[config.mk]
export PLATFORM = sky130hd
export DESIGN_NAME = dscb_log_cell
export DESIGN_NICKNAME = d
export VERILOG_FILES = /design/src/rtl/dscb_pkg.sv /design/src/rtl/dscb_log_cell.sv
export SDC_FILE = /design/constraint.sdc
export NUM_CORES = 2
export LEC_CHECK = 0
export BUFFER_PORTS_ARGS = -buffer_cell sky130_fd_sc_hd__buf_2
export CAP_MARGIN = 20
export CORE_UTILIZATION = 55
export DETAILED_ROUTE_END_ITERATION = 10
export PLACE_DENSITY = 0.85
export SKIP_LAST_GASP = 1
export SYNTH_ARGS = -nofsm -noshare
export SYNTH_HDL_FRONTEND = slang
export SYNTH_SLANG_ARGS = --single-unit
[constraint.sdc]
create_clock -name clk -period 0.85 [get_ports clk]
set_input_delay 0.085 -clock clk [delete_from_list [all_inputs] [get_ports clk]]
set_output_delay 0.085 -clock clk [all_outputs]
set_load 0.005 [all_outputs]
[src/rtl/dscb_pkg.sv]
// ----------------------------------------------------------------------------
// Double-sided Crystal Ball evaluator: shared package
// Region codes, register indexes, fixed-point constants and the elaboration
// time function that builds the 2^(-2^-j) root table.
// ----------------------------------------------------------------------------
`timescale 1ns / 1ps

package dscb_pkg;

	localparam int FRAC_BITS = 24;

	// log2(e) in Q.30
	localparam logic [30:0] LOG2E_Q30 = 31'd1549082005;

	// Exponent integer part from which the result is zero.
	localparam logic [14:0] K_ZERO = 15'd33;

	localparam logic [1:0] REGION_CORE = 2'd0;
	localparam logic [1:0] REGION_LOW  = 2'd1;
	localparam logic [1:0] REGION_HIGH = 2'd2;

	localparam logic [2:0] REG_ALPHA_LOW  = 3'd0;
	localparam logic [2:0] REG_ALPHA_HIGH = 3'd1;
	localparam logic [2:0] REG_POWER_LOW  = 3'd2;
	localparam logic [2:0] REG_POWER_HIGH = 3'd3;
	localparam logic [2:0] REG_PEAK_MEAN  = 3'd4;
	localparam logic [2:0] REG_CORE_WIDTH = 3'd5;
	localparam logic [2:0] REG_NORM_SCALE = 3'd6;

	// Truncated integer square root, used only on constants.
	function automatic logic [63:0] isqrt64(input logic [63:0] v);
		logic [63:0] rest;
		logic [63:0] res;
		logic [63:0] bv;
		rest = v;
		res  = '0;
		bv   = 64'h4000_0000_0000_0000;
		for (int i = 0; i < 32; i++) begin
			if (rest >= res + bv) begin
				rest = rest - (res + bv);
				res  = (res >> 1) + bv;
			end else begin
				res = res >> 1;
			end
			bv = bv >> 2;
		end
		return res;
	endfunction

	// Entry j is 2^(-2^-(j+1)) in Q.30, each the root of the one before.
	function automatic logic [29:0] root_entry(input int j);
		logic [63:0] r;
		r = isqrt64(64'd1 << 59);
		for (int i = 1; i <= j; i++) begin
			r = isqrt64(r << 30);
		end
		return r[29:0];
	endfunction

endpackage

[src/rtl/dscb_log_cell.sv]
// ----------------------------------------------------------------------------
// Logarithm cell
// Squares a Q.30 mantissa in [1, 2) and yields one fraction bit of log2.
// ----------------------------------------------------------------------------
`timescale 1ns / 1ps

module dscb_log_cell
	import dscb_pkg::*;
#(
	parameter int SW = 88
) (
	input  logic                 clk,
	input  logic                 arst_n,
	input  logic                 en,
	input  logic                 valid_i,
	input  logic [30:0]          mant_i,
	input  logic [FRAC_BITS-1:0] frac_i,
	input  logic [SW-1:0]        side_i,
	output logic                 valid_o,
	output logic [30:0]          mant_o,
	output logic [FRAC_BITS-1:0] frac_o,
	output logic [SW-1:0]        side_o
);

	logic [61:0]          sq;
	logic [31:0]          sq_hi;
	logic                 ovf;
	logic                 valid_q;
	logic [30:0]          mant_q;
	logic [FRAC_BITS-1:0] frac_q;
	logic [SW-1:0]        side_q;

	assign sq    = mant_i * mant_i;
	assign sq_hi = sq[61:30];
	assign ovf   = sq_hi[31];

	always_ff @(posedge clk or negedge arst_n) begin
		if (!arst_n) begin
			valid_q <= 1'b0;
		end else if (en) begin
			valid_q <= valid_i;
		end
	end

	always_ff @(posedge clk) begin
		if (en) begin
			mant_q <= ovf ? sq_hi[31:1] : sq_hi[30:0];
			frac_q <= {frac_i[FRAC_BITS-2:0], ovf};
			side_q <= side_i;
		end
	end

	assign valid_o = valid_q;
	assign mant_o  = mant_q;
	assign frac_o  = frac_q;
	assign side_o  = side_q;

endmodule

* After elaboration in Yosys (flattened, before gate mapping)
Cells that the tools add are included.
** Cells by class
- Multipliers :: 1
- Mux-type cells :: 1
** Operator list (number)
- $mul 31x31->62 :: 1
- $mux 30 :: 1
** Storage, ports and cells
- Register bits :: 144
- Input port bits :: 147
- Output and inout bits :: 144

* Depth between registers and ports, before layout
- Depth in word-level cells :: 2
- Gate-level depth with buffers :: 30

* Worst setup path after synthesis
OpenSTA, ideal clock, no wires.
- Path kind :: input port to flip-flop
- Start point :: input mant_i[7]
- End point :: register mant_q[10], in the netlist mant_o[10] (data pin)
- Arrival time :: 7.083 ns
- Data required time :: 0.590 ns
- Slack :: -6.493 ns
- Stages :: 27
- Path through :: clkbuf_1 > clkbuf_1 > nand2_1 > inv_1 > fa_1 > fa_1 > fa_1 > inv_1 > fa_1 > inv_1 > fa_1 > fa_1 > fa_1 > inv_1 > fa_1 > inv_1 > ha_1 > a21o_1 > nor2_1 > o221a_2 > o32a_2 > nand4_2 > a2111oi_4 > nor3b_2 > nor2_2 > buf_6 > mux2_4
** On the way
- Word-level cells in the longest chain between the ends :: 2
** RTL lines
- start: declaration :: line dscb_log_cell.sv:16 : input logic [30:0] mant_i,
- $mul 31x31->62 :: line dscb_log_cell.sv:33 : assign sq = mant_i * mant_i;
- $mux 30 :: line dscb_log_cell.sv:47 : mant_q <= ovf ? sq_hi[31:1] : sq_hi[30:0];
- end signal: assignment :: line dscb_log_cell.sv:47
- end: declaration :: line dscb_log_cell.sv:29 : logic [30:0] mant_q;
No other way between the ends.
A chain may end at the register's enable or synchronous reset.

* Worst setup path in the final report
- Start point :: input mant_i[7]
- End point :: register mant_q[26], in the netlist mant_o[26] (data pin)
Same word-level chain as after synthesis.

==> results.json <==
{
  "status": "finished with violations",
  "violations": "negative setup slack",
  "finalWorstPathRequiredPeriod_ns": 7.15,
  "worstReg2RegStart": "valid_o",
  "synth_cell_types": 73,
  "worstHoldPathType": "in -> reg",
  "ctsHtreeMaxLevel": 4,
  "firstDrtPassIters": 8,
  "min_period_over_period": 8.41,
  "end_kind": "flop",
  "synthMuxAreaShare": 0.0118,
  "grt_start_max_net_pins": 24,
  "detail_route.wl_per_cell_um": 22.9,
  "synth_simple_gate_area_frac": 0.0936,
  "final_net_count": 5096,
  "report.final.setup_viol": 177,
  "worstPathRequired_ns": 1.12,
  "endpoints_failing_hold": 0,
  "clock_sinks": 144,
  "clockRootBuffer": "sky130_fd_sc_hd__clkbuf_16",
  "cts-buffers-inserted": 17,
  "grt_overflow": 0,
  "synth_fp_nets": 4236,
  "final.setup_skew_ns": 0,
  "synth-adder-area-share": 0.579,
  "clock_pin_slew_worst_setup_and_hold_paths_ns": 0.06,
  "antenna_found_initial": 3,
  "drtAntennaViolNets": 0,
  "detail_route.iter0.violations": 2347,
  "worst_pin_slew_ns": 0.572,
  "num_rows": 87,
  "startpoint_of_the_worst_hold_path": "en",
  "pnr_worst_setup_slack_ns": -6.30,
  "timing.hold.worst_endpoint": "side_o[20]",
  "clockBufferDepth": 2,
  "worst_slew_slack_as_a_fraction_of_its_limit": 0.616,
  "r2r_slack_ns": -0.05,
  "floorplan.initialDensity": 0.559,
  "hold_slack_ns": 0.0637,
  "path_max_fanout": 12,
  "synth_async_sr_flop_share": 0.00694,
  "final_cell_mix": "sky130_fd_sc_hd__inv_1, sky130_fd_sc_hd__fa_1, sky130_fd_sc_hd__buf_4",
  "via_per_inst": 5.68,
  "num_io_pins": 291,
  "core_region_area_sq_um": 56600,
  "worst_r2r_endpoint": "valid_o",
  "drv_cap": 0,
  "via_count": 26700,
  "floorplan.die.height_um": 242,
  "r2r_cells": 2,
  "min_delay_path_depth": 1,
  "postSynth.topFlopCell": "sky130_fd_sc_hd__edfxtp_1",
  "fmax_mhz": 140,
  "insertion_delay_ns": 0.42,
  "post_route_cells_drive_above_1_share": 0.295,
  "synth-compound-area-share": 0.0397,
  "portBuffers": 289,
  "post-route-util": 0.731,
  "syn-mean-instance-area_sq_um": 10.3,
  "drc": 0,
  "final_common_cell": "sky130_fd_sc_hd__inv_1",
  "global_route_wire_length_before_repair_um": 159000,
  "setup-tns-final_ns": -227.19,
  "wl_um": 108000,
  "place.detailed.hpwl_um": 79600,
  "slew_viol_final": 0,
  "setup.worst_path.start_class": "primary input",
  "postSynthCellCount": 3073,
  "rsz_0062_raised_after_global_routing": "yes",
  "first_global_vias": 29600,
  "cts_tree": "done",
  "synth.cell_area_sq_um": 31600,
  "area_growth_syn_to_layout_pct": 30.8,
  "cp.arrival_ns": 7.42,
  "count_of_flip_flops_with_a_built_in_enable_after_synthesis": 143,
  "chipWidth_um": 242,
  "dp_worst_setup_slack_ns": -6.82,
  "place.gp.congestion": 0.987,
  "ys_seq_elements": 144,
  "die-area_sq_um": 58500,
  "synthXorXnorAreaFrac": 0.0172,
  "synth_top_family_by_area": "adder cells",
  "synth-warning-count": 0,
  "criticalPathCategory": "in -> reg",
  "yosysSeqAreaShare": 0.137,
  "grtUsageTotal": 0.357
}
==> registers in the layout, indices dropped and copies added, names as in the netlist <==
name / cells
frac_o: 24
mant_o: 31
side_o: 88
valid_o: 1
==> layer usage <==
metal	up-vias	track usage	part of all wire
met5	-	0	0.00012
met4	2	0.211	0.085
met3	752	0.0782	0.096
met2	1854	0.617	0.50
met1	13300	0.407	0.32
li1	10800	-	-
==> stage by stage <==
step,cell area (sq um),instances
detailed placement,37900,4519
finish,41400,4703
floorplan,32200,3073
global route,41400,4699
global placement,37900,4519
CTS,40800,4691
==> cells by family after synthesis <==
| group | count (synthesis) |
|---|---|
| AOI/OAI and AO/OA | 183 |
| xor gates and xnor gates | 62 |
| adders and majority gates | 1016 |
| buffers and inverters | 1019 |
| DFF | 144 |
| muxes | 32 |
| and+or+nand+nor | 617 |
==> layout make-up <==
| cell class | instances | area, sq um |
|---|---|---|
| multi-input cells | 1910 | 24600 |
| fillers | 3301 | 15200 |
| repair buffers | 948 | 7470 |
| flip-flops and latches | 144 | 4320 |
| inverters | 912 | 3440 |
| well taps | 756 | 946 |
| clock buffers | 17 | 425 |
| clock inverters | 12 | 121 |
| diodes | 4 | 10.0 |
==> how the worst max path moves through the flow <==
stage	startpoint	endpoint	cells past startpoint
floorplan	mant_i[5]	mant_o[10]	27
global placement	mant_i[10]	mant_o[11]	23
detailed placement	mant_i[9]	mant_o[25]	24
CTS	mant_i[5]	mant_o[0]	27
global route	mant_i[7]	mant_o[26]	28
finish	mant_i[7]	mant_o[26]	28
==> critical path: stages <==
cell and delay [ns]:
sky130_fd_sc_hd__buf_8 0.15, sky130_fd_sc_hd__buf_6 0.16, sky130_fd_sc_hd__nand2_1 0.09, sky130_fd_sc_hd__buf_4 0.20
sky130_fd_sc_hd__fa_1 0.68, sky130_fd_sc_hd__inv_1 0.12, sky130_fd_sc_hd__fa_2 0.43, sky130_fd_sc_hd__fa_1 0.50
sky130_fd_sc_hd__fa_1 0.50, sky130_fd_sc_hd__fa_2 0.59, sky130_fd_sc_hd__fa_1 0.46, sky130_fd_sc_hd__fa_1 0.52
sky130_fd_sc_hd__inv_1 0.05, sky130_fd_sc_hd__fa_1 0.52, sky130_fd_sc_hd__inv_2 0.05, sky130_fd_sc_hd__ha_4 0.21
sky130_fd_sc_hd__buf_6 0.13, sky130_fd_sc_hd__a21oi_4 0.12, sky130_fd_sc_hd__o221a_4 0.22, sky130_fd_sc_hd__o32a_4 0.16
sky130_fd_sc_hd__nand4_4 0.11, sky130_fd_sc_hd__a2111oi_4 0.44, sky130_fd_sc_hd__nor3b_2 0.13, sky130_fd_sc_hd__nor2_4 0.19
sky130_fd_sc_hd__buf_6 0.13, sky130_fd_sc_hd__buf_12 0.15, sky130_fd_sc_hd__buf_6 0.11, sky130_fd_sc_hd__mux2i_1 0.20
==> cells in the mapped netlist (7+ instances only) <==
master / n / area, sq um
sky130_fd_sc_hd__nand2_1: 302 / 1130
sky130_fd_sc_hd__nor2b_1: 8 / 50.1
sky130_fd_sc_hd__and2_1: 188 / 1180
sky130_fd_sc_hd__o21ai_0: 30 / 150
sky130_fd_sc_hd__o211ai_1: 9 / 67.6
sky130_fd_sc_hd__a21o_1: 14 / 105
sky130_fd_sc_hd__fa_1: 747 / 15000
sky130_fd_sc_hd__nor3_1: 7 / 35.0
sky130_fd_sc_hd__nand4_1: 15 / 93.8
sky130_fd_sc_hd__xnor2_1: 36 / 315
sky130_fd_sc_hd__clkbuf_1: 95 / 357
sky130_fd_sc_hd__nand3_1: 10 / 50.1
sky130_fd_sc_hd__nor2_1: 60 / 225
sky130_fd_sc_hd__xor2_1: 26 / 228
sky130_fd_sc_hd__a21oi_1: 60 / 300
sky130_fd_sc_hd__inv_1: 911 / 3420
sky130_fd_sc_hd__o21bai_1: 9 / 67.6
sky130_fd_sc_hd__mux2_4: 10 / 150
sky130_fd_sc_hd__mux2i_1: 19 / 190
sky130_fd_sc_hd__ha_1: 269 / 3370
sky130_fd_sc_hd__edfxtp_1: 143 / 4290
==> repair_timing <==
action,in CTS,in global routing
resized for setup,227,167
hold buffers,113,0
endpoints found under the setup margin,176,177
setup buffers,26,12
endpoints found under the hold margin,113,0
pin swaps,125,87
gates cloned,7,1
Power is not shown: default switching activity piles up to over one toggle a cycle in this logic, so the estimate is an artifact.
