===== src/rtl/dscb_pkg.sv =====
// ----------------------------------------------------------------------------
// Double-sided Crystal Ball evaluator: shared package
// Region codes, register indexes, fixed-point constants and the elaboration
// time function that builds the 2^(-2^-j) root table.
// ----------------------------------------------------------------------------
`timescale 1ns / 1ps

package dscb_pkg;

	localparam int FRAC_BITS = 24;

	// log2(e) in Q.30
	localparam logic [30:0] LOG2E_Q30 = 31'd1549082005;

	// Exponent integer part from which the result is zero.
	localparam logic [14:0] K_ZERO = 15'd33;

	localparam logic [1:0] REGION_CORE = 2'd0;
	localparam logic [1:0] REGION_LOW  = 2'd1;
	localparam logic [1:0] REGION_HIGH = 2'd2;

	localparam logic [2:0] REG_ALPHA_LOW  = 3'd0;
	localparam logic [2:0] REG_ALPHA_HIGH = 3'd1;
	localparam logic [2:0] REG_POWER_LOW  = 3'd2;
	localparam logic [2:0] REG_POWER_HIGH = 3'd3;
	localparam logic [2:0] REG_PEAK_MEAN  = 3'd4;
	localparam logic [2:0] REG_CORE_WIDTH = 3'd5;
	localparam logic [2:0] REG_NORM_SCALE = 3'd6;

	// Truncated integer square root, used only on constants.
	function automatic logic [63:0] isqrt64(input logic [63:0] v);
		logic [63:0] rest;
		logic [63:0] res;
		logic [63:0] bv;
		rest = v;
		res  = '0;
		bv   = 64'h4000_0000_0000_0000;
		for (int i = 0; i < 32; i++) begin
			if (rest >= res + bv) begin
				rest = rest - (res + bv);
				res  = (res >> 1) + bv;
			end else begin
				res = res >> 1;
			end
			bv = bv >> 2;
		end
		return res;
	endfunction

	// Entry j is 2^(-2^-(j+1)) in Q.30, each the root of the one before.
	function automatic logic [29:0] root_entry(input int j);
		logic [63:0] r;
		r = isqrt64(64'd1 << 59);
		for (int i = 1; i <= j; i++) begin
			r = isqrt64(r << 30);
		end
		return r[29:0];
	endfunction

endpackage


===== src/rtl/dscb_exp_cell.sv =====
// ----------------------------------------------------------------------------
// Power-of-two cell
// Multiplies the Q.30 mantissa by 2^(-2^-(J+1)) when its exponent fraction
// bit is set, rounding half up.
// ----------------------------------------------------------------------------
`timescale 1ns / 1ps

module dscb_exp_cell
	import dscb_pkg::*;
#(
	parameter int J  = 0,
	parameter int SW = 17
) (
	input  logic                 clk,
	input  logic                 arst_n,
	input  logic                 en,
	input  logic                 valid_i,
	input  logic [30:0]          mant_i,
	input  logic [FRAC_BITS-1:0] frac_i,
	input  logic [SW-1:0]        side_i,
	output logic                 valid_o,
	output logic [30:0]          mant_o,
	output logic [FRAC_BITS-1:0] frac_o,
	output logic [SW-1:0]        side_o
);

	localparam logic [29:0] ROOT = root_entry(J);

	logic [60:0]          prod;
	logic [60:0]          rnd;
	logic                 sel;
	logic                 valid_q;
	logic [30:0]          mant_q;
	logic [FRAC_BITS-1:0] frac_q;
	logic [SW-1:0]        side_q;

	assign prod = mant_i * ROOT;
	assign rnd  = prod + (61'd1 << 29);
	assign sel  = frac_i[FRAC_BITS-1-J];

	always_ff @(posedge clk or negedge arst_n) begin
		if (!arst_n) begin
			valid_q <= 1'b0;
		end else if (en) begin
			valid_q <= valid_i;
		end
	end

	always_ff @(posedge clk) begin
		if (en) begin
			mant_q <= sel ? rnd[60:30] : mant_i;
			frac_q <= frac_i;
			side_q <= side_i;
		end
	end

	assign valid_o = valid_q;
	assign mant_o  = mant_q;
	assign frac_o  = frac_q;
	assign side_o  = side_q;

endmodule


===== config.mk =====
export PLATFORM = sky130hd
export DESIGN_NAME = dscb_exp_cell
export DESIGN_NICKNAME = d
export VERILOG_FILES = /design/src/rtl/dscb_pkg.sv /design/src/rtl/dscb_exp_cell.sv
export SDC_FILE = /design/constraint.sdc
export NUM_CORES = 1
export LEC_CHECK = 0
export BUFFER_PORTS_ARGS = -buffer_cell sky130_fd_sc_hd__buf_2
export CAP_MARGIN = 20
export CORE_ASPECT_RATIO = 0.9
export CORE_MARGIN = 2
export CORE_UTILIZATION = 50
export CTS_CLUSTER_DIAMETER = 100
export CTS_CLUSTER_SIZE = 8
export DETAILED_ROUTE_END_ITERATION = 7
export PLACE_DENSITY_LB_ADDON = 0.2
export SETUP_SLACK_MARGIN = 0.4
export SLEW_MARGIN = 25
export SYNTH_ARGS = -nofsm -noshare
export SYNTH_HDL_FRONTEND = slang
export SYNTH_SLANG_ARGS = --single-unit

===== constraint.sdc =====
create_clock -name clk -period 1.6 [get_ports clk]
set_clock_uncertainty 0.05 [all_clocks]
set_input_delay 0.24 -clock clk [delete_from_list [all_inputs] [get_ports clk]]
set_output_delay 0.24 -clock clk [all_outputs]
set_load 0.01 [all_outputs]

Yosys cells after proc, flatten, opt, wreduce, memory -nomap -nowiden --
Index checks and enable logic that the tools add are counted.
Word-level totals: flip-flop bits (word level) 73, bits in latches 0, bits in writable memories 0, bits in read-only memories 0, bits of input ports 76, output and inout port bits 73, logic and storage cells 7, memories 0
Operators by class: add/sub/neg operators 1, multiply operators 1, div/mod/pow operators 0, order comparisons 0, equality and inequality tests 0, shifts and indexed selects 0, multiplexer cells 1, bitwise operators 0, reduce and logical (&&, ||, !) cells 0
Operators by type and width (number):
- $add A61 B30 Y61 const B | 1
- $mul A31 B28 Y59 const B | 1
- $mux W31 | 1

Depth between registers and ports, before layout --
depth in word-level cells 3, mapped depth 28

Worst setup path after synthesis --
OpenSTA, ideal clock, no wires.
path type input -> register, start point input mant_i[18], end point register mant_q[22], in the netlist mant_o[22] (data pin), arrival 6.965 ns, required time 1.392 ns, setup slack -5.574 ns, stages 26, buffers on the path 1, path through ha_1 -> fa_1 -> inv_1 -> fa_1 -> inv_1 -> fa_1 -> inv_1 -> fa_1 -> inv_1 -> fa_1 -> inv_1 -> fa_1 -> inv_1 -> ha_1 -> buf_2 -> nand4_1 -> or2_2 -> nor4_1 -> a32o_2 -> nor3_1 -> and4bb_1 -> nand4_2 -> or4_4 -> or3_4 -> or3_1 -> o211ai_1
On the way: cells in the longest elaborated chain, start to end 3
Ends and longest elaborated chain:
- start: declaration | RTL line dscb_exp_cell.sv:18 | input logic [30:0] mant_i,
- $mul A31 B28 Y59 | RTL line dscb_exp_cell.sv:37 | assign prod = mant_i * ROOT;
- $add A61 B30 Y61 | RTL line dscb_exp_cell.sv:38 | assign rnd = prod + (61'd1 << 29);
- $mux W31 | RTL line dscb_exp_cell.sv:51 | mant_q <= sel ? rnd[60:30] : mant_i;
- end signal: assignment | RTL line dscb_exp_cell.sv:51
- end: declaration | RTL line dscb_exp_cell.sv:33 | logic [30:0] mant_q;
Every way passes these cells. A chain may end at the register's enable or synchronous reset.

Final worst setup path --
start point input mant_i[4], end point register mant_q[30], in the netlist mant_o[30] (data pin)
The elaborated chain is that of the path after synthesis.

==> out/results.txt <==
The flow ran to the end, but the final reports show violations. The checks that failed: setup timing. The tree is rooted in a sky130_fd_sc_hd__clkbuf_16. The fraction of final layout cells with drive strength greater than 1 is 0.361. In this run the worst path has a maximum fanout of 6. The post-synthesis async set-or-reset flop share was 0.0137. The final sum of negative setup slack is -154,410 ps, and the height of the die is 189 um. The first detailed-routing pass ran for 5 iterations. The run gives 0 as the number of diodes added for antenna fixing. The worst path in the final design needs a cycle of 6990 ps, including I/O delays and setup. Fill cells in the final layout number 2,835.

The total grt overflow is 0, and the worst slew margin relative to its limit is 0.584. The number of standard-cell rows in the floorplan is 67, and the starting density of the core is 0.509. Final period utilization: 4.37.

In this run, distinct cell masters in the synthesized netlist total 75. The die is 209 um wide. Static timing analysis puts the maximum clock frequency at 0.143 GHz. The global-route wire length before repair was 94.9 mm. Setup repair after global routing could not meet its margin everywhere. The run gives 0 as the post-route antenna net violation count. The tools report the first element of the critical path as mant_i[4].

Counting along the longest clock path gives a buffer depth of 2. The initial antenna violation count is 1, and the number of slew-limit violations in the final report is 0. The synthesized design contains 72 enable-type register cells. The remaining design rule violation count was 0; the post-synthesis instance total was 1,997. The part of the Yosys area used for sequential elements was 0.115; the worst slack at placement was -5940 ps. The average cell area after synthesis came out at 9.51 um2. The tools report the kind of end point of the critical path as a flip-flop.

The run gives 17,400 as the via count of the first global-routing pass. For the worst setup path, the data arrival time is 7020 ps. The HPWL after detailed placement is 52.9 mm.

The all-layer global routing usage was 0.314; the filler-free cell count of the finished design was 3,107. TritonCTS created 9 clock buffers. The tools report the final worst slack as -5390 ps. The clock net in this run drives a total of 73 sinks. The total number of H-tree levels was 3; the average vias per placed instance was 5.27. The worst setup path is launched from an input port.

For the count of endpoints failing hold in the final timing report, the log shows 0. The clock-pin slew on the worst setup and hold paths was 70 ps; the final-stage net count was 3,350. The tools report the number of top-level design ports as 149.

At the worst endpoint, the required time is 1640 ps. The pin slew with the least headroom to its limit was 616 ps. The tools report the first-iteration detailed-routing DRC count as 1,063.

For this run, the number of Yosys warnings is 0. The most used flip-flop cell after synthesis is sky130_fd_sc_hd__edfxtp_1. In this run the standard cell core region covers 37,300 um2.

The startpoint of the tightest hold check path was frac_i[0]. The count of max-cap constraint violations was 0; the wire length per cell was 19.7 um. The total via count after detailed routing is 16,400, and the synthesized flop and latch total is 73.

From synthesis to final layout, the design area changed by 39.3%. In this run the critical register-to-register path is launched from valid_o$_DFFE_PN0P_. TritonCTS built the clock tree. After synthesis the cells add up to 19,000 um2. The placer's final routability congestion estimate was 0.958; the final routed wirelength across all metal layers was 61.3 mm. Setup-violating endpoint count in the final report: 31. Entering global routing, the biggest net connects 47 pins. The die area came out at 39,600 um2. The critical path is of the in2reg type.

Clock latency on the worst-skew pair, taken at its later pin, is 330 ps. The number of nets in the synthesized netlist is 2,728. Including well taps, the total number of placed cells is 3,039. The run gives 0.709 as the final core utilization.

The count of buffers added on input and output ports is 148. The worst hold path class is in2reg.
==> cells by family after synthesis <==
group | after synthesis | synth area share
AOI/OAI and AO/OA | 266 | 0.0912
adders and majority gates | 655 | 0.552
and+or+nand+nor | 313 | 0.0843
xor gates and xnor gates | 61 | 0.0281
buffers and inverters | 617 | 0.122
muxes | 12 | 0.00665
DFF | 73 | 0.115
==> final cells by class <==
cell class	instances	area (um2)	area share
clock buffers	9	225	0.00851
clock inverters	7	126	0.00478
inverters	590	2220	0.0840
multi-input cells	1307	16300	0.615
flip-flops and latches	73	2190	0.0826
well taps	483	604	0.0228
repair buffers	638	4820	0.182
==> worst paths after layout <==
path	slack, ps	depth (start not counted)	endpoint
min in group asynchronous	160	2	valid_o$_DFFE_PN0P_
max in group asynchronous	1250	2	valid_o$_DFFE_PN0P_
setup reg to reg	810	1	valid_o$_DFFE_PN0P_
hold reg to reg	460	1	valid_o$_DFFE_PN0P_
setup / recovery	-5390	26	mant_o[30]$_DFFE_PP_
hold / removal	30	1	frac_o[0]$_DFFE_PP_
==> state kept, by name, indices dropped and copies added (netlist names) <==
name     flops
frac_o      24
side_o      17
valid_o      1
mant_o      31
==> per-stage QoR <==
step           hold slack (ps)  instance area (um2)
2_1_floorplan             -106                19600
3_3_place_gp             -35.5                24100
3_5_place_dp             -31.1                24100
4_1_cts                   22.7                25800
5_1_grt                   20.6                26500
6_report                  31.9                26500
==> metal layers <==
layer / vias to the layer above / routed length (um) / GRT usage
li1: 7665 / - / -
met1: 8065 / 27200 / 0.433
met2: 553 / 27800 / 0.516
met3: 95 / 4420 / 0.0519
met4: 0 / 1880 / 0.0799
met5: - / 0 / 0
==> worst max-delay path: stages <==
cell and delay (ps):
sky130_fd_sc_hd__buf_4 180, sky130_fd_sc_hd__buf_4 150, sky130_fd_sc_hd__ha_1 220, sky130_fd_sc_hd__xor2_1 170, sky130_fd_sc_hd__ha_1 310, sky130_fd_sc_hd__fa_1 490
sky130_fd_sc_hd__inv_1 60, sky130_fd_sc_hd__fa_1 470, sky130_fd_sc_hd__fa_1 560, sky130_fd_sc_hd__inv_2 40, sky130_fd_sc_hd__fa_1 500, sky130_fd_sc_hd__inv_1 60
sky130_fd_sc_hd__fa_1 510, sky130_fd_sc_hd__inv_2 50, sky130_fd_sc_hd__ha_4 300, sky130_fd_sc_hd__nand4_1 190, sky130_fd_sc_hd__or2_4 320, sky130_fd_sc_hd__nor4_4 250
sky130_fd_sc_hd__a32o_2 250, sky130_fd_sc_hd__nor3_2 40, sky130_fd_sc_hd__and4bb_1 280, sky130_fd_sc_hd__nand4_2 120, sky130_fd_sc_hd__or4_4 490, sky130_fd_sc_hd__o41ai_4 350
sky130_fd_sc_hd__o41ai_2 140, sky130_fd_sc_hd__a221o_1 280
==> cells in the mapped netlist (29+ instances only) <==
cell | instances | share of area
sky130_fd_sc_hd__nand2_1 | 75 | 0.015
sky130_fd_sc_hd__nor3_1 | 30 | 0.0079
sky130_fd_sc_hd__a21oi_1 | 84 | 0.022
sky130_fd_sc_hd__a21o_1 | 30 | 0.012
sky130_fd_sc_hd__ha_1 | 350 | 0.23
sky130_fd_sc_hd__xnor2_1 | 29 | 0.013
sky130_fd_sc_hd__xor2_1 | 32 | 0.015
sky130_fd_sc_hd__edfxtp_1 | 72 | 0.11
sky130_fd_sc_hd__o21ai_0 | 41 | 0.011
sky130_fd_sc_hd__fa_1 | 305 | 0.32
sky130_fd_sc_hd__nor2_1 | 72 | 0.014
sky130_fd_sc_hd__inv_1 | 590 | 0.12
==> placed cells by master, fill, tap and decap left out, drive strengths merged, types with 9 or more instances in the layout <==
cell type	Yosys	routed
xor2	32	32
inv	590	592
fa	305	305
a21oi	85	85
nand3	27	27
o211ai	14	14
and3	12	12
nand2	75	75
buf	7	634
nand4	29	29
xnor2	29	29
nor3	31	31
o21ai	52	52
nor2	72	72
o21a	9	9
nor4	12	12
or3	10	10
a21o	30	30
edfxtp	72	72
a211oi	9	9
a31oi	13	13
clkbuf	20	12
and2	19	19
ha	350	350
==> timing repair <==
action | CTS | global route
endpoints found under the hold margin | 1 | 0
endpoints found under the setup margin | 33 | 34
hold buffers | 1 | 0
resized for setup | 232 | 121
pin swaps | 80 | 101
buffers inserted | 33 | 18
Power is not shown: default switching activity piles up to over one toggle a cycle in this logic, so the estimate is an artifact.
