==> src/rtl/dscb_div_cell.sv <==
// ----------------------------------------------------------------------------
// Restoring divider cell
// One quotient bit per cell; the dividend word shifts left and collects the
// quotient bits, so after NW cells it holds the quotient.
// ----------------------------------------------------------------------------
`timescale 1ns / 1ps

module dscb_div_cell #(
	parameter int NW = 57,
	parameter int DW = 31,
	parameter int SW = 2
) (
	input  logic          clk,
	input  logic          arst_n,
	input  logic          en,
	input  logic          valid_i,
	input  logic [DW-1:0] rem_i,
	input  logic [DW-1:0] dvs_i,
	input  logic [NW-1:0] word_i,
	input  logic [SW-1:0] side_i,
	output logic          valid_o,
	output logic [DW-1:0] rem_o,
	output logic [DW-1:0] dvs_o,
	output logic [NW-1:0] word_o,
	output logic [SW-1:0] side_o
);

	logic [DW:0]   trial;
	logic [DW:0]   diff;
	logic          ge;
	logic          valid_q;
	logic [DW-1:0] rem_q;
	logic [DW-1:0] dvs_q;
	logic [NW-1:0] word_q;
	logic [SW-1:0] side_q;

	assign trial = {rem_i, word_i[NW-1]};
	assign diff  = trial - {1'b0, dvs_i};
	assign ge    = (trial >= {1'b0, dvs_i});

	always_ff @(posedge clk or negedge arst_n) begin
		if (!arst_n) begin
			valid_q <= 1'b0;
		end else if (en) begin
			valid_q <= valid_i;
		end
	end

	always_ff @(posedge clk) begin
		if (en) begin
			rem_q  <= ge ? diff[DW-1:0] : trial[DW-1:0];
			dvs_q  <= dvs_i;
			word_q <= {word_i[NW-2:0], ge};
			side_q <= side_i;
		end
	end

	assign valid_o = valid_q;
	assign rem_o   = rem_q;
	assign dvs_o   = dvs_q;
	assign word_o  = word_q;
	assign side_o  = side_q;

endmodule

==> config.mk <==
export PLATFORM = sky130hd
export DESIGN_NAME = dscb_div_cell
export DESIGN_NICKNAME = d
export VERILOG_FILES = /design/src/rtl/dscb_div_cell.sv
export SDC_FILE = /design/constraint.sdc
export NUM_CORES = 1
export LEC_CHECK = 0
export ABC_CLOCK_PERIOD_IN_PS = 850
export BUFFER_PORTS_ARGS = -buffer_cell sky130_fd_sc_hd__buf_2
export CAP_MARGIN = 20
export CELL_PAD_IN_SITES_DETAIL_PLACEMENT = 2
export CELL_PAD_IN_SITES_GLOBAL_PLACEMENT = 2
export CORE_AREA = 5 5 143 145
export CTS_BUF_LIST = sky130_fd_sc_hd__clkbuf_8
export DETAILED_ROUTE_END_ITERATION = 10
export DIE_AREA = 0 0 148 150
export PLACE_DENSITY = 0.93
export SLEW_MARGIN = 20
export SYNTH_ARGS = -nofsm -noshare
export SYNTH_HDL_FRONTEND = slang
export SYNTH_SLANG_ARGS = --single-unit
==> constraint.sdc <==
create_clock -name clk -period 0.85 [get_ports clk]
set_input_delay 0.085 -clock clk [delete_from_list [all_inputs] [get_ports clk]]
set_output_delay 0.085 -clock clk [all_outputs]
set_load 0.03 [all_outputs]
==> impl_metrics.py, run 1 <==
metrics = {
    "status": {
        "status": "did not finish",
        "lastStage": "clock tree synthesis",
        "error": "[ERROR DPL-0033] detailed placement checks failed during check placement.",
    },
    "yosys": {
        "synth_enable_flop_cells": 121,
        "async_reset_ff_frac": 0.00820,
        "syn_avg_cell_area_um2": 13.7,
        "post_synth_instance_area_mm2": 0.00592,
        "postSynthCellCount": 432,
        "ys_seq_elements": 122,
        "yosysWarningCount": 0,
        "synth_cell_type_count": 55,
        "synth_top_flop_cell": "sky130_fd_sc_hd__edfxtp_1",
        "synth_seq_area_share": 0.618,
        "synthesis.nets": 589,
    },
    "die": {
        "chipWidth_um": 148,
        "floorplan.io_pins": 247,
        "die_h_um": 150,
        "placement_rows": 51,
        "initial_core_util": 0.310,
    },
    "clocking": {
        "cts-root-buf": "sky130_fd_sc_hd__clkbuf_8",
        "cts.htree.levels": 4,
        "clock_sink_count": 122,
        "cts_inserted_buffers": 17,
        "holdBufCountCts": 112,
        "ctsLongestPathBuffers": 2,
        "post_cts.repair.setup_buffers": 23,
        "cts_repair_resize_count": 394,
    },
    "place": {
        "io_buffers": 246,
        "globalplace.congestion": 0.889,
        "half_perimeter_wire_length_of_the_detailed_placement_result_um": 19500,
    },
}
## cells by family after synthesis
group,Yosys count,share of synthesized area
fa+ha+maj,32,0.0689
buf+inv,44,0.0328
flops,122,0.618
xor+xnor,23,0.0340
compound gates,109,0.125
mux,22,0.0520
simple gates,80,0.0693
## per-stage QoR
stage / util / area [µm²] / setup WS (ns) / hold WS [ns] / instances
after floorplan: - / 6220 / -1.44 / -0.211 / 432
after global placement: 0.456 / 8700 / -1.74 / -0.140 / 1034
after detailed placement: 0.456 / 8700 / -1.96 / -0.130 / 1034
## synth_stat cells (5+ instances only)
| library cell | number | area (µm²) |
|---|---|---|
| sky130_fd_sc_hd__edfxtp_1 | 121 | 3630 |
| sky130_fd_sc_hd__inv_1 | 40 | 150 |
| sky130_fd_sc_hd__ha_1 | 31 | 388 |
| sky130_fd_sc_hd__nand2_1 | 26 | 97.6 |
| sky130_fd_sc_hd__a21oi_1 | 25 | 125 |
| sky130_fd_sc_hd__o21ai_0 | 20 | 100 |
| sky130_fd_sc_hd__mux2_4 | 16 | 240 |
| sky130_fd_sc_hd__nor2_1 | 13 | 48.8 |
| sky130_fd_sc_hd__xor2_1 | 12 | 105 |
| sky130_fd_sc_hd__nand3_1 | 11 | 55.1 |
| sky130_fd_sc_hd__xnor2_1 | 11 | 96.3 |
| sky130_fd_sc_hd__a21o_1 | 10 | 75.1 |
| sky130_fd_sc_hd__o21a_1 | 10 | 75.1 |
| sky130_fd_sc_hd__mux2_2 | 6 | 67.6 |
| sky130_fd_sc_hd__nor3_1 | 6 | 30.0 |
| sky130_fd_sc_hd__nand4_1 | 5 | 31.3 |
| sky130_fd_sc_hd__o31ai_1 | 5 | 37.5 |
==> run 2: changes to the inputs <==
==> config.mk (replaced) <==
export PLATFORM = sky130hd
export DESIGN_NAME = dscb_div_cell
export DESIGN_NICKNAME = d
export VERILOG_FILES = /design/src/rtl/dscb_div_cell.sv
export SDC_FILE = /design/constraint.sdc
export NUM_CORES = 1
export LEC_CHECK = 0
export ABC_CLOCK_PERIOD_IN_PS = 850
export BUFFER_PORTS_ARGS = -buffer_cell sky130_fd_sc_hd__buf_2
export CAP_MARGIN = 20
export CORE_AREA = 5 5 128 130
export DETAILED_ROUTE_END_ITERATION = 10
export DIE_AREA = 0 0 133 135
export PLACE_DENSITY_LB_ADDON = 0.15
export SLEW_MARGIN = 20
export SYNTH_ARGS = -nofsm -noshare
export SYNTH_HDL_FRONTEND = slang
export SYNTH_SLANG_ARGS = --single-unit
==> impl_metrics.py, run 2 <==
metrics = {
    "yosys": {
        "synth_seq_area_share": 0.618,
        "postSynthCellCount": 432,
        "synthTopCellsByCount": "sky130_fd_sc_hd__edfxtp_1, sky130_fd_sc_hd__inv_1, sky130_fd_sc_hd__ha_1",
        "syn_avg_cell_area_um2": 13.7,
        "synthesis.nets": 589,
        "synthTopCellsByArea": "sky130_fd_sc_hd__edfxtp_1, sky130_fd_sc_hd__ha_1, sky130_fd_sc_hd__mux2_4, sky130_fd_sc_hd__inv_1, sky130_fd_sc_hd__a21oi_1",
        "synth_cell_type_count": 55,
        "synthDominantAreaCellType": "sky130_fd_sc_hd__edfxtp_1",
        "post_synth_instance_area_mm2": 0.00592,
        "synth_enable_flop_cells": 121,
        "synth_top_flop_cell": "sky130_fd_sc_hd__edfxtp_1",
        "ys_seq_elements": 122,
        "yosysMostFrequentCell": "sky130_fd_sc_hd__edfxtp_1",
        "async_reset_ff_frac": 0.00820,
        "yosysWarningCount": 0,
        "synth_top_area_share": 0.614,
    },
    "worst_setup_path": {
        "worstSetupStartpoint": "word_i[56]",
        "crit_path_start_kind": "input pin",
        "data_required_critical_path_ns": 1.01,
        "worstReg2RegStart": "valid_o",
        "end_kind": "flip-flop",
        "cp_max_fo": 8,
        "timing.setup.critical_path_class": "input pin to flip-flop",
        "worstPathArrival_ns": 2.15,
    },
    "route": {
        "postRouteAntennaNets": 0,
        "vias": 5564,
        "drc_errors": 0,
        "met2RoutedLength_um": 11500,
        "met3RoutedLength_um": 1540,
        "drt-pass1-iter-count": 4,
        "vias_per_cell": 4.89,
        "met1_length_um": 8590,
        "wire_per_inst_um": 19.1,
        "top_signal_layer_used": "met4",
        "aggregate_routed_wire_length_um": 21800,
        "detailedRoute.firstIterationViolations": 251,
    },
    "layout": {
        "layout.filler_cells": 888,
        "final_cell_mix": "sky130_fd_sc_hd__buf_6, sky130_fd_sc_hd__buf_4, sky130_fd_sc_hd__edfxtp_1",
        "proportion_of_layout_cells_with_a_drive_suffix_above_1": 0.581,
        "largest_register_ffs": 57,
        "instances_no_fill": 1137,
        "final_standard_cell_utilization_of_the_core": 0.785,
        "final_common_cell": "sky130_fd_sc_hd__buf_6",
        "multiInputGateArea_mm2": 0.00280,
        "final-seq-area_mm2": 0.00366,
        "area_delta_synth_final_pct": 99.4,
        "num-nets-final": 1093,
    },
    "grt": {
        "gr-total-overflow": 0,
        "largest_net_degree_at_the_start_of_global_routing": 23,
        "global_route.usage.total": 0.237,
        "grt_pass1_vias": 6115,
        "global_route_wire_length_before_repair_um": 32900,
        "grt_antenna_before_repair": 1,
    },
    "min_path": {
        "holdCritStartpoint": "rem_i[17]",
        "min-delay-path-class": "input pin to flip-flop",
    },
    "die": {
        "chipWidth_um": 133,
        "core-area_mm2": 0.0150,
        "floorplan.io_pins": 247,
        "die_h_um": 135,
        "full_die_area_mm2": 0.0180,
        "initial_core_util": 0.394,
        "placement_rows": 45,
    },
    "flow_run": {
        "cap_violations": 0,
    },
    "pwr": {
        "power_per_cell_area_mw_per_mm2": 1850,
        "power.leakage_nw": 5.13,
        "ir_drop_mv": 1.29,
    },
    "sta": {
        "setup_viol": 155,
        "setup_total_negative_slack_ns": -57.77,
        "worst_pin_slew_ns": 0.488,
        "layout_worst_path_cycle_share": 2.34,
        "min_period_ns": 1.99,
        "setup_slack_ns": -1.14,
        "maxSlewViolCount": 0,
        "timing.slew.headroom": 0.673,
        "fmaxAchievable_mhz": 503,
        "skew_ns": 0,
        "rsz_0062_raised_after_global_routing": "yes",
        "hold_viol": 0,
    },
    "clocking": {
        "cts.reportedPaths.clkPinSlew_ns": 0.06,
        "clock_sink_count": 122,
        "clk_latency_ns": 0.40,
        "cts.htree.levels": 4,
        "ctsLongestPathBuffers": 2,
        "cts_inserted_buffers": 17,
        "tritoncts": "yes",
        "cts-root-buf": "sky130_fd_sc_hd__clkbuf_16",
    },
    "place": {
        "dp.cells": 988,
        "globalplace.congestion": 0.846,
        "half_perimeter_wire_length_of_the_detailed_placement_result_um": 14700,
        "io_buffers": 246,
    },
    "status": {
        "status": "finished, violations left",
        "violated_checks": "setup timing",
    },
}
-- run 2: cell counts after synthesis --
No cell type changed its count.
-- run 2: critical path: stages --
cell and delay (ns):
sky130_fd_sc_hd__buf_8 0.10, sky130_fd_sc_hd__inv_4 0.05, sky130_fd_sc_hd__ha_4 0.13, sky130_fd_sc_hd__fa_2 0.22, sky130_fd_sc_hd__nor2b_2 0.05, sky130_fd_sc_hd__o21ai_2 0.15, sky130_fd_sc_hd__a21oi_2 0.10, sky130_fd_sc_hd__o21ai_4 0.23
sky130_fd_sc_hd__nand3_2 0.12, sky130_fd_sc_hd__o211a_4 0.29, sky130_fd_sc_hd__nor2_8 0.12, sky130_fd_sc_hd__inv_8 0.06, sky130_fd_sc_hd__buf_12 0.14, sky130_fd_sc_hd__mux2_4 0.29
-- run 2: through the flow --
stage	instance area [µm²]	hold WS, ns	worst slack [ns]	power [mW]
final	11800	0.0337	-1.14	21.8
after global placement	8670	-0.140	-1.72	12.6
after detailed placement	8670	-0.130	-1.74	12.7
after global routing	11800	0.0189	-1.22	22.7
after floorplan	6220	-0.211	-1.44	10.6
after CTS	11500	0.00410	-1.12	21.6
-- run 2: layout make-up --
class                           count  area share
Inverter                           41      0.0160
Sequential cell                   122       0.310
Clock inverter                     14      0.0146
Antenna cell                        1    0.000212
Multi-Input combinational cell    266       0.237
Timing Repair Buffer              488       0.366
Tap cell                          188      0.0199
Clock buffer                       17      0.0360
-- run 2: metal layers --
| metal | vias to the layer above | track usage |
|---|---|---|
| met5 | - | 0 |
| met4 | 0 | 0.0537 |
| met3 | 14 | 0.0689 |
| met2 | 208 | 0.438 |
| met1 | 2684 | 0.270 |
| li1 | 2658 | - |
-- run 2: path summary, 6_finish.rpt --
| path | slack [ns] | endpoint | cells past startpoint |
|---|---|---|---|
| worst max-delay path | -1.14 | rem_o[7] | 14 |
| worst min-delay path | 0.03 | rem_o[18] | 2 |
| worst max register to register | -0.08 | valid_o | 2 |
| worst min register to register | 0.65 | valid_o | 2 |
| max in group asynchronous | 0.15 | valid_o | 3 |
| min in group asynchronous | 0.58 | valid_o | 3 |
-- run 2: report_power, final --
| part | internal (mW) | switching [mW] |
|---|---|---|
| Sequential | 7.37 | 0.322 |
| Combinational | 3.48 | 3.34 |
| Clock | 4.61 | 2.72 |
-- run 2: cells by family (layout without fill, tap and decap cells) --
family | after synthesis | count (layout) | synth area share
adder cells (fa/ha/maj) | 32 | 32 | 0.0689
AND/OR/NAND/NOR | 80 | 80 | 0.0693
flip-flops | 122 | 122 | 0.618
AO/OA/AOI/OAI | 109 | 109 | 0.125
multiplexers | 22 | 22 | 0.0520
other | 0 | 1 | 0
buffers and inverters | 44 | 560 | 0.0328
XOR/XNOR | 23 | 23 | 0.0340
-- run 2: repair_timing --
| action | in CTS | in global routing |
|---|---|---|
| hold endpoints to repair | 100 | 0 |
| pin swaps | 31 | 24 |
| setup endpoints to repair | 154 | 154 |
| gates cloned | 0 | 1 |
| gates resized for setup | 339 | 53 |
| hold buffers | 101 | 0 |
| setup buffers | 10 | 11 |
(Power assumes the default switching activity.)
==> run 3: changes to the inputs <==
--- a/config.mk
+++ b/config.mk
@@ -12,6 +12,7 @@
 export DETAILED_ROUTE_END_ITERATION = 10
 export DIE_AREA = 0 0 133 135
 export PLACE_DENSITY_LB_ADDON = 0.15
+export SKIP_LAST_GASP = 1
 export SLEW_MARGIN = 20
 export SYNTH_ARGS = -nofsm -noshare
 export SYNTH_HDL_FRONTEND = slang
==> impl_metrics.py, run 3 (synthesis results as in run 2) <==
metrics = {
    "worst_setup_path": {
        "crit_path_start_kind": "input pin",
        "worst_path_cell_chain": "buf_2, ha_1, buf_4, a21o_1, nand2_1, o21ai_0, a311o_1, a21oi_2, xnor2_1, mux2_4",
        "reg2reg_to": "valid_o",
        "register_to_register_setup_slack_ns": -0.08,
        "cp_slowest_stage_delay_ns": 0.44,
        "worstPathArrival_ns": 2.15,
        "end_kind": "flip-flop",
        "data_required_critical_path_ns": 1.02,
        "r2r_cells": 2,
        "worstReg2RegStart": "valid_o",
        "timing.setup.critical_path_class": "input pin to flip-flop",
        "cp_max_fo": 4,
        "timing.critical_path.slowest_stage_cell": "sky130_fd_sc_hd__a311o_1",
    },
    "flow_run": {
        "cap_violations": 0,
    },
    "pwr": {
        "power_per_cell_area_mw_per_mm2": 1860,
        "power.leakage_nw": 5.12,
        "power.total_mw": 21.8,
        "ir_drop_mv": 1.29,
    },
    "route": {
        "postRouteAntennaNets": 0,
        "drt-pass1-iter-count": 5,
        "drc_errors": 0,
        "met1_length_um": 8640,
        "detailedRoute.firstIterationViolations": 211,
        "top_signal_layer_used": "met4",
        "aggregate_routed_wire_length_um": 21600,
        "met3RoutedLength_um": 1440,
        "wire_per_inst_um": 19.0,
        "vias_per_cell": 4.86,
        "met2RoutedLength_um": 11400,
        "vias": 5531,
    },
    "die": {
        "core-area_mm2": 0.0150,
        "floorplan.io_pins": 247,
        "chipWidth_um": 133,
        "initial_core_util": 0.394,
        "placement_rows": 45,
        "die_h_um": 135,
        "full_die_area_mm2": 0.0180,
    },
    "sta": {
        "hold_viol": 0,
        "min_period_ns": 1.98,
        "timing.slew.headroom": 0.481,
        "fmaxAchievable_mhz": 505,
        "setup_viol": 155,
        "skew_ns": 0,
        "setup_slack_ns": -1.13,
        "rsz_0062_raised_after_global_routing": "yes",
        "maxSlewViolCount": 0,
        "worst_pin_slew_ns": 0.770,
        "finalHoldWorstSlack_ns": 0.0262,
        "layout_worst_path_cycle_share": 2.33,
    },
    "clocking": {
        "clk_latency_ns": 0.40,
        "clock_sink_count": 122,
        "ctsLongestPathBuffers": 2,
        "cts-root-buf": "sky130_fd_sc_hd__clkbuf_16",
        "cts_inserted_buffers": 17,
        "cts.reportedPaths.clkPinSlew_ns": 0.06,
        "tritoncts": "yes",
        "cts.htree.levels": 4,
    },
    "layout": {
        "num-nets-final": 1093,
        "final-seq-area_mm2": 0.00366,
        "final_cell_mix": "sky130_fd_sc_hd__buf_6, sky130_fd_sc_hd__buf_4, sky130_fd_sc_hd__edfxtp_1",
        "area_delta_synth_final_pct": 98.1,
        "final_common_cell": "sky130_fd_sc_hd__buf_6",
        "multiInputGateArea_mm2": 0.00275,
        "largest_register_ffs": 57,
        "proportion_of_layout_cells_with_a_drive_suffix_above_1": 0.578,
        "layout.filler_cells": 909,
    },
    "grt": {
        "largest_net_degree_at_the_start_of_global_routing": 23,
        "grt_antenna_before_repair": 1,
        "grt_pass1_vias": 6100,
        "global_route_wire_length_before_repair_um": 32800,
        "global_route.usage.total": 0.236,
        "gr-total-overflow": 0,
    },
    "min_path": {
        "timing.hold.worst_endpoint": "rem_o[5]",
        "worstHoldPathCells": 2,
        "min-delay-path-class": "input pin to flip-flop",
        "holdCritStartpoint": "rem_i[4]",
    },
    "place": {
        "globalplace.congestion": 0.846,
        "half_perimeter_wire_length_of_the_detailed_placement_result_um": 14700,
        "io_buffers": 246,
        "preCtsSetupSlack_ns": -1.74,
    },
    "status": {
        "status": "finished, violations left",
        "violated_checks": "setup timing",
    },
}
==> run 3: worst max-delay path by stage <==
stage	from	end	slack [ns]	depth (start not counted)
global route	word_i[56]	rem_o[10]	-1.21	14
detailed placement	dvs_i[16]	rem_o[25]	-1.74	11
floorplan	dvs_i[19]	rem_o[10]	-1.44	13
finish	rem_i[21]	rem_o[25]	-1.13	10
global placement	dvs_i[16]	rem_o[27]	-1.72	11
CTS	word_i[56]	rem_o[30]	-1.12	12
==> run 3: metrics by stage <==
step,util,std cells,setup TNS (ns),area [µm²]
after floorplan,-,432,-41.92,6220
after global placement,0.577,988,-50.39,8670
after detailed placement,0.577,988,-51.92,8670
after CTS,0.766,1129,-59.38,11500
after global routing,0.780,1137,-64.53,11700
final,0.780,1137,-57.50,11700
==> run 3: worst max-delay path: cells and delay by family <==
family / cells / cell delay (ns)
AOI/OAI and AO/OA: 4 / 1.04
adders and majority gates: 1 / 0.33
buffers and inverters: 2 / 0.28
muxes: 1 / 0.25
xor gates and xnor gates: 1 / 0.08
and+or+nand+nor: 1 / 0.07
==> run 3: cell type report <==
type,count,area share
inverter,41,0.0161
tap,188,0.0201
multi-input combinational,266,0.234
clock inverter,14,0.0147
clock buffer,17,0.0363
timing repair buffer,488,0.366
sequential,122,0.312
antenna,1,0.000213
==> run 3: metal layers <==
metal  vias up  global-route usage
met5         -                   0
met2       199               0.436
li1       2658                   -
met3        13              0.0689
met4         0              0.0525
met1      2661               0.270
==> run 3: repair_timing <==
action | CTS | global route
hold endpoints to repair | 100 | 0
resized for setup | 335 | 41
pin swaps | 31 | 21
buffers inserted | 10 | 11
hold buffers | 101 | 0
endpoints found under the setup margin | 154 | 154
cloned | 0 | 1
==> run 3: report_power, final <==
part | switching (mW) | internal (mW)
Combinational | 3.31 | 3.46
Sequential | 0.320 | 7.37
Clock | 2.71 | 4.61
Total | 6.35 | 15.4
